$ cat src/design/rsf_pkg.sv
`default_nettype none

package rsf_pkg;

    // one rgb pixel as stored in the line stores and the window
    typedef struct packed {
        logic [7:0] blue;
        logic [7:0] green;
        logic [7:0] red;
    } t_pixel;

    // line store control from the top level
    typedef struct packed {
        logic rd_en;
        logic wr_en;
    } t_lb_ctrl;

    // configuration register indexes
    localparam logic CFG_FRAME_WIDTH  = 1'b0;
    localparam logic CFG_FRAME_HEIGHT = 1'b1;

    localparam int FRAME_WIDTH_W  = 11;
    localparam int FRAME_HEIGHT_W = 12;
    localparam int COL_POS_W      = 10;
    localparam int ROW_POS_W      = 12;
    localparam int CFG_DATA_W     = 12;

    localparam logic [FRAME_WIDTH_W-1:0]  FRAME_WIDTH_RST  = 11'd640;
    localparam logic [FRAME_HEIGHT_W-1:0] FRAME_HEIGHT_RST = 12'd480;

    // smallest frame side the window needs
    localparam int MIN_SIDE = 3;

    // 5*centre - up - down - left - right, clamped to 0..255
    function automatic logic [7:0] sharpen_chan(
        input logic [7:0] cen,
        input logic [7:0] up,
        input logic [7:0] down,
        input logic [7:0] left,
        input logic [7:0] right
    );
        logic [10:0] pos;
        logic [10:0] neg;
        logic [10:0] diff;
        logic [7:0]  res;
        pos  = {1'b0, cen, 2'b00} + {3'b000, cen};
        neg  = {3'b000, up} + {3'b000, down} + {3'b000, left} + {3'b000, right};
        diff = pos - neg;
        if (neg > pos) begin
            res = 8'd0;
        end else if (diff > 11'd255) begin
            res = 8'd255;
        end else begin
            res = diff[7:0];
        end
        return res;
    endfunction

endpackage

`default_nettype wire

$ cat src/design/rsf_sharpen.sv
`default_nettype none

// laplacian sharpen of one window, all three channels
module rsf_sharpen import rsf_pkg::*; (
    input  wire t_pixel i_cen,
    input  wire t_pixel i_up,
    input  wire t_pixel i_down,
    input  wire t_pixel i_left,
    input  wire t_pixel i_right,
    output t_pixel      o_px
);

    assign o_px.red   = sharpen_chan(i_cen.red, i_up.red, i_down.red,
                                     i_left.red, i_right.red);
    assign o_px.green = sharpen_chan(i_cen.green, i_up.green, i_down.green,
                                     i_left.green, i_right.green);
    assign o_px.blue  = sharpen_chan(i_cen.blue, i_up.blue, i_down.blue,
                                     i_left.blue, i_right.blue);

endmodule

`default_nettype wire

$ cat config.mk
export PLATFORM = sky130hd
export DESIGN_NAME = rsf_sharpen
export DESIGN_NICKNAME = d
export VERILOG_FILES = /design/src/design/rsf_pkg.sv /design/src/design/rsf_sharpen.sv
export SDC_FILE = /design/constraint.sdc
export NUM_CORES = 1
export LEC_CHECK = 0
export BUFFER_PORTS_ARGS = -buffer_cell sky130_fd_sc_hd__buf_2
export CAP_MARGIN = 10
export CORE_UTILIZATION = 50
export DETAILED_ROUTE_END_ITERATION = 7
export PLACE_DENSITY_LB_ADDON = 0.25
export SYNTH_ARGS = -nofsm -noshare
export SYNTH_HDL_FRONTEND = slang
export SYNTH_SLANG_ARGS = --single-unit
$ cat constraint.sdc
create_clock -name vclk -period 9.35
set_input_delay 1.4025 -clock vclk [all_inputs]
set_output_delay 1.4025 -clock vclk [all_outputs]
set_load 0.02 [all_outputs]
==> metrics.txt, run 1 <==
status finished, final reports clean; Reg power frac 0%; DR iter-0 viols 97; Die Wd 99.4 um; area of the multi-input gates 0.00419 mm^2; met3 Use GR 1.26%; IO Count 144; fin. max-slew vios 0; Worst Path Max Fanout 8; Placer Congestion 0.887; via/cell ratio 5.27; setup TNS 0 ns; # hold bufs at CTS 0; slew margin rel. 56.8%; first-pass GRT wire length 18.1 mm; Post-DP HPWL 9.56 mm; Cell Chain, Critical Path buf_2 > inv_1 > fa_1 > inv_1 > fa_1 > ha_1 > fa_1 > a21o_1 > a21oi_1 > o21bai_1 > a21oi_1 > nor2_1 > a211oi_1 > ha_1 > or2_2 > nor2b_1 > a221o_1 > a21oi_4 > a31oi_1 > buf_2; layout cell share with drive strength beyond 1 19.9%; die area 0.00989 mm^2; net load switching power 1.02 mW; max incr delay on CP 0.53 ns; gr busiest metal met2; Internal 658 uW; Design Area, Final 0.00557 mm^2; GRT met2 Usage 41.1%; Logic pwr share 100.0%; Clk pwr share 0%; commonest non-fill, non-tap cell in the layout buf_2; FF+latch area 0 um^2; syn_nets 873; crit start category primary input; DP Cell Count 870; final cell count without fillers 870; CP Class in2out; Peak Freq 134 MHz; Netlist cell types 36; antenna-violating nets left 0; worst-margin pin slew 0.643 ns; most frequent cells in the layout 144 x buf_2, 139 x inv_1, 78 x ha_1, 54 x fa_1, 50 x a21oi_1; Rows 35; register area share after synthesis 0%; routed via count 4586; worst hold slack 3.31 ns; Min-Delay Path Class in2out; DRT Pass-1 Iters 5; pin count of the biggest net entering global routing 9; Pwr per Cell Area 301 mW/mm^2; hold depth 5; WL per Instance 12.1 um; Util after Layout 60.6%; Post-Syn Area 0.00475 mm^2; Initial Util 51.6%; Hold Path Origin i_cen[8]; synthesized instance count 621; Total Routed Length 10.5 mm; post-CTS resize count 0; FILL cells 876; Total GRT Usage 21.5%; Sw Ratio 60.8%; Worst setup EP type primary output; synth warn 0; Post-CTS Setup Repair Bufs 0; DRC Markers 0; critical path buffer and inverter count 4; final worst path period share 79.7%; Max Cap Viol 0; GR Util met1 27.0%; Avg Inst Size Synth 7.64 um^2; cell repeated most along the worst path fa_1; total gr overflow 0; kind of cell adding the most delay to the critical path adder cells; Tmin final 7.45 ns; Max VDD drop 0.000300 V; area delta synth->final 17.3%; leakage 3.12 nW; initial antenna violation count 0; FFs & Latches 0; Fin. Hold Viols 0; Placeable Area 0.00920 mm^2; DP Area 0.00557 mm^2; endpoints failing setup 0; RSZ-0062 raised after global routing false; IO Port Bufs 144; clock buffer count 0; Diodes inserted 0; vias in the first global route 4431; CP arrival 6.05 ns; Slowest-stage cell, CP fa_1; Hold Path Sink o_px[8]; final net count 1013; Required @ worst endpoint 7.95 ns; die span in y 99.4 um
==> metrics by stage <==
stage	power [mW]	setup WS [ns]
finish	1.68	1.90
detailed placement	1.66	1.89
global placement	1.63	2.01
floorplan	1.30	2.34
global route	1.87	1.58
CTS	1.67	1.88
==> worst min-delay path, delay by kind of cell <==
family | cells | cell delay, ns
buffers and inverters | 3 | 0.32
adders and majority gates | 1 | 0.13
AOI/OAI and AO/OA | 1 | 0.06
==> kinds of logic after synthesis <==
family	after synthesis	synth area share, %
compound gates	161	22.4
buf+inv	145	11.8
simple gates	134	13.5
fa+ha+maj	132	43.3
xor+xnor	48	8.86
mux	1	0.237
==> worst max path at each step <==
stage,startpoint,end,slack (ns),depth (start not counted)
global placement,i_up[1],o_px[3],2.01,20
finish,i_up[17],o_px[19],1.90,20
CTS,i_up[17],o_px[19],1.88,20
detailed placement,i_up[17],o_px[19],1.89,20
floorplan,i_up[17],o_px[18],2.34,18
global route,i_up[9],o_px[10],1.58,20
==> Yosys cell counts, drive strengths merged <==
cell type / count / area, um^2
o21bai: 6 / 45.0
nor2b: 10 / 62.6
a221oi: 3 / 26.3
and3: 5 / 31.3
a21oi: 53 / 299
nor3: 12 / 60.1
a21o: 18 / 135
nand2: 29 / 109
o21ai: 20 / 100
nand2b: 19 / 119
fa: 54 / 1080
o21a: 3 / 22.5
xor2: 27 / 236
a311o: 2 / 20.0
inv: 139 / 522
o211ai: 3 / 22.5
a221o: 3 / 30.0
xnor2: 21 / 184
nor2: 36 / 135
nand3: 17 / 85.1
o2111ai: 1 / 8.76
o311ai: 3 / 26.3
or2: 3 / 18.8
a211o: 6 / 52.6
o211a: 1 / 10.0
o31ai: 3 / 22.5
ha: 78 / 976
a211oi: 6 / 45.0
buf: 6 / 36.3
a31oi: 27 / 169
and2: 3 / 18.8
o41ai: 3 / 26.3
mux2: 1 / 11.3
==> area by class of cell <==
type / count / area share [%]
Multi-Input combinational cell: 476 / 75.2
Inverter: 139 / 9.37
Timing Repair Buffer: 144 / 12.9
Tap cell: 111 / 2.49
==> power groups by stage <==
stage	Clock, mW	Combinational [mW]	Sequential (mW)
floorplan	0	1.30	0
global placement	0	1.63	0
detailed placement	0	1.66	0
CTS	0	1.67	0
global route	0	1.87	0
finish	0	1.68	0
==> routing by layer <==
metal  up-vias  share of wire, %  wire [um]
met5         -                 0          0
met4         0               1.6        173
met3        12               4.8        505
met2       129                49       5170
met1      2089                44       4680
li1       2356                 -          -
Note: power is estimated with default switching activity, not from simulation.
==> inputs of run 2 (changes only) <==
==> constraint.sdc (replaced) <==
create_clock -name vclk -period 6
set_input_delay 0.9 -clock vclk [all_inputs]
set_output_delay 0.9 -clock vclk [all_outputs]
set_load 0.02 [all_outputs]
==> metrics.txt, run 2 (synthesis gave the netlist of run 1 again) <==
status complete, but fails checks; failing checks negative setup slack; Design Area, Final 0.00610 mm^2 (+9.5%); area delta synth->final 28.5%; pin count of the biggest net entering global routing 9 (unchanged); most frequent cells in the layout 133 x buf_2, 131 x inv_1, 75 x ha_1, 51 x fa_1, 47 x buf_4; Total Routed Length 11.3 mm (+6.8%); gr busiest metal met2; FILL cells 797 (-9.0%); worst-margin pin slew 0.507 ns (-0.136 ns); Tmin final 6.03 ns; first-pass GRT wire length 18.9 mm (+4.5%); endpoints failing setup 3 (+3); RSZ-0062 raised after global routing true; final net count 1052 (+3.8%); routed via count 4866 (+6.1%); crit start category primary input; Worst Path Max Fanout 8 (unchanged); Die Wd 99.4 um (unchanged); Diodes inserted 0 (unchanged); DP Area 0.00580 mm^2 (+4.0%); GR Util met1 27.8% (+0.76 points); total gr overflow 0 (unchanged); Util after Layout 66.3% (+5.8 points); PnR Total Power 3.14 mW (+87%); initial antenna violation count 0 (unchanged); Min-Delay Path Class in2out; via/cell ratio 5.35 (+1.6%); Initial Util 51.6% (unchanged); commonest non-fill, non-tap cell in the layout buf_2; Placeable Area 0.00920 mm^2 (unchanged); die span in y 99.4 um (unchanged); IO Count 144 (unchanged); antenna-violating nets left 0 (unchanged); Post-DP HPWL 9.82 mm (+2.8%); Placer Congestion 0.885 (-0.24%); WL per Instance 12.4 um (+2.2%); setup TNS -0.0471 ns (-0.0471 ns); DR iter-0 viols 151 (+56%); CP arrival 5.13 ns (-0.92 ns); Hold Path Sink o_px[8]; DRT Pass-1 Iters 5 (unchanged); IO Port Bufs 144 (unchanged); DP Cell Count 900 (+3.4%); Peak Freq 166 MHz; Pwr per Cell Area 515 mW/mm^2 (+71%); die area 0.00989 mm^2 (unchanged); Rows 35 (unchanged); GRT met2 Usage 44.1% (+3.0 points); layout cell share with drive strength beyond 1 28.9% (+9.1 points); worst hold slack 2.30 ns (-1.01 ns); final worst path period share 101%; Placement Setup Slack -0.391 ns (-2.28 ns); clock buffer count 0 (unchanged); DRC Markers 0 (unchanged); FFs & Latches 0 (unchanged); Total GRT Usage 22.4% (+0.90 points); FF+latch area 0 um^2 (unchanged); slew margin rel. 65.8% (+9.0 points); hold depth 5 (unchanged); Fin. Hold Viols 0 (unchanged); vias in the first global route 4680 (+5.6%); final cell count without fillers 909 (+4.5%); Max Cap Viol 0 (unchanged); CP Class in2out; leakage 3.37 nW (+8.0%); fin. max-slew vios 0 (unchanged); final setup margin -0.0331 ns (-1.93 ns); Max VDD drop 0.000582 V (+94%); Worst setup EP type primary output; area of the multi-input gates 0.00439 mm^2 (+4.7%); Hold Path Origin i_cen[8]; met3 Use GR 0.562% (-0.70 points); Required @ worst endpoint 5.10 ns (-2.85 ns)
==> run 2: area by class of cell <==
cell class	instances	share of cell area [%]
multi-input combinational	476	71.9
tap	111	2.28
inverter	139	8.55
timing repair buffer	183	17.3
==> run 2: how the worst max path moves through the flow <==
stage	from	end	slack (ns)
global route	i_up[9]	o_px[10]	-0.26
global placement	i_up[17]	o_px[19]	-0.26
floorplan	i_up[17]	o_px[18]	-0.003
detailed placement	i_up[17]	o_px[19]	-0.39
finish	i_left[17]	o_px[19]	-0.03
CTS	i_up[17]	o_px[19]	-0.005
==> run 2: report_power, final <==
| group | internal [mW] | switching, mW | leakage [nW] |
|---|---|---|---|
| clock | 0 | 0 | 0 |
| combinational | 1.39 | 1.75 | 3.37 |
| sequential | 0 | 0 | 0 |
| total | 1.39 | 1.75 | 3.37 |
==> run 2: worst max-delay path, stage by stage <==
cell and delay, ns:
buf_6 0.07, inv_2 0.03, fa_1 0.54, inv_2 0.04, fa_1 0.45, ha_2 0.22
fa_2 0.35, a21o_1 0.20, a21oi_2 0.17, o21bai_1 0.09, a21oi_2 0.21, nor2_1 0.08
a211oi_2 0.22, ha_1 0.28, or2_4 0.24, nor2b_4 0.12, a221o_1 0.32, a21oi_4 0.26
a31oi_1 0.14, buf_4 0.19
==> run 2: timing repair <==
item / in CTS / in global routing
buffers inserted: 3 / 6
gates resized for setup: 25 / 34
hold endpoints to repair: 0 / 0
hold buffers: 0 / 0
pin swaps: 41 / 37
setup endpoints to repair: 24 / 24
==> run 2: per-layer routing <==
| layer | part of all wire (%) | wire length [um] |
|---|---|---|
| met1 | 42 | 4720 |
| met2 | 53 | 5930 |
| met3 | 4.0 | 451 |
| met4 | 1.4 | 152 |
| met5 | 0 | 0 |
==> inputs of run 3 (changes only) <==
--- a/config.mk
+++ b/config.mk
@@ -5,6 +5,7 @@
 export SDC_FILE = /design/constraint.sdc
 export NUM_CORES = 1
 export LEC_CHECK = 0
+export ABC_CLOCK_PERIOD_IN_PS = 7300
 export BUFFER_PORTS_ARGS = -buffer_cell sky130_fd_sc_hd__buf_2
 export CAP_MARGIN = 10
 export CORE_UTILIZATION = 50
==> constraint.sdc (replaced) <==
create_clock -name vclk -period 7.3
set_input_delay 1.095 -clock vclk [all_inputs]
set_output_delay 1.095 -clock vclk [all_outputs]
set_load 0.02 [all_outputs]
==> metrics.txt, run 3 (synthesis gave the netlist of run 1 again) <==
status finished, final reports clean; final setup margin 0.478 ns (+0.511 ns); most frequent cells in the layout 144 x buf_2, 139 x inv_1, 78 x ha_1, 54 x fa_1, 50 x a21oi_1; Tmin final 6.82 ns; die span in y 99.4 um (unchanged); Placeable Area 0.00920 mm^2 (unchanged); Peak Freq 147 MHz; routed via count 4606 (-5.3%); fin. max-slew vios 0 (unchanged); DP Cell Count 870 (-3.3%); clock buffer count 0 (unchanged); initial antenna violation count 0 (unchanged); total gr overflow 0 (unchanged); final worst path period share 93.5%; Hold Path Origin i_cen[16]; DR iter-0 viols 82 (-46%); post-CTS resize count 0 (-100%); CP arrival 5.73 ns (+0.60 ns); final net count 1013 (-3.7%); Total GRT Usage 21.5% (-0.95 points); Max Cap Viol 0 (unchanged); Pwr per Cell Area 385 mW/mm^2 (-25%); Placer Congestion 0.887 (+0.24%); Worst Path Max Fanout 8 (unchanged); layout cell share with drive strength beyond 1 19.9% (-9.1 points); IO Count 144 (unchanged); vias in the first global route 4388 (-6.2%); Util after Layout 60.6% (-5.8 points); Total Routed Length 10.4 mm (-7.3%); slew margin rel. 57.0% (-8.8 points); commonest non-fill, non-tap cell in the layout buf_2; # hold bufs at CTS 0 (unchanged); endpoints failing setup 0 (-3); antenna-violating nets left 0 (unchanged); WL per Instance 12.0 um (-3.1%); Max VDD drop 0.000379 V (-35%); die area 0.00989 mm^2 (unchanged); RSZ-0062 raised after global routing false; pin count of the biggest net entering global routing 9 (unchanged); first-pass GRT wire length 18.1 mm (-4.3%); via/cell ratio 5.29 (-1.1%); FFs & Latches 0 (unchanged); Placement Setup Slack 0.469 ns (+0.860 ns); final cell count without fillers 870 (-4.3%); leakage 3.12 nW (-7.4%); FF+latch area 0 um^2 (unchanged); DRC Markers 0 (unchanged); crit start category primary input; Initial Util 51.6% (unchanged); Post-DP HPWL 9.54 mm (-2.9%); area delta synth->final 17.3%; Rows 35 (unchanged); Die Wd 99.4 um (unchanged); Required @ worst endpoint 6.20 ns (+1.10 ns); Worst setup EP type primary output; setup TNS 0 ns (+0.0471 ns); Diodes inserted 0 (unchanged); Post-CTS Setup Repair Bufs 0 (-3); Fin. Hold Viols 0 (unchanged); IO Port Bufs 144 (unchanged); worst-margin pin slew 0.641 ns (+0.134 ns); DRT Pass-1 Iters 5 (unchanged); Min-Delay Path Class in2out; CP Class in2out; crit path from i_up[9]
-- run 3: cell count changes in the layout (fill, tap and decap cells not counted), sizes merged --
cell | before | now
buf | 183 | 144
-- run 3: area by class of cell --
cell class | instances | area [um^2]
multi-input combinational | 476 | 4190
timing repair buffer | 144 | 721
tap | 111 | 139
inverter | 139 | 522
fill | 860 | 3630
-- run 3: worst paths after layout --
path | cells past startpoint | slack (ns) | endpoint
max | 19 | 0.48 | o_px[13]
min | 5 | 2.70 | o_px[16]
-- run 3: report_power, final --
group	internal, mW	switching (mW)	total (mW)
registers	0	0	0
clock network	0	0	0
logic	0.842	1.30	2.14
total	0.842	1.30	2.14
-- run 3: critical path: stages --
cell and delay [ns]:
buf_2 0.08, inv_1 0.04, fa_1 0.53, inv_1 0.06, fa_1 0.45, ha_1 0.24, fa_1 0.40, a21o_1 0.19
a21oi_1 0.22, o21bai_1 0.09, a21oi_1 0.23, xor2_1 0.22, ha_1 0.34, a21o_1 0.21, a211o_1 0.32, a221o_1 0.39
a21oi_4 0.27, a31oi_1 0.13, buf_2 0.20
-- run 3: per-stage QoR --
| stage | power (mW) | hold WS [ns] | area (um^2) |
|---|---|---|---|
| 6_report | 2.14 | 2.70 | 5570 |
| 5_1_grt | 2.39 | 2.75 | 5570 |
| 4_1_cts | 2.13 | 2.70 | 5570 |
| 3_5_place_dp | 2.12 | 2.70 | 5570 |
| 3_3_place_gp | 2.09 | 2.68 | 5570 |
| 2_1_floorplan | 1.66 | 2.52 | 4750 |
-- run 3: metal layers --
metal / GRT usage (%) / wire (um) / vias up / part of all wire [%]
met3: 0.984 / 538 / 12 / 5.2
met1: 27.3 / 4620 / 2095 / 44
li1: - / - / 2365 / -
met4: 2.38 / 129 / 0 / 1.2
met2: 41.2 / 5150 / 134 / 49
met5: 0 / 0 / - / 0
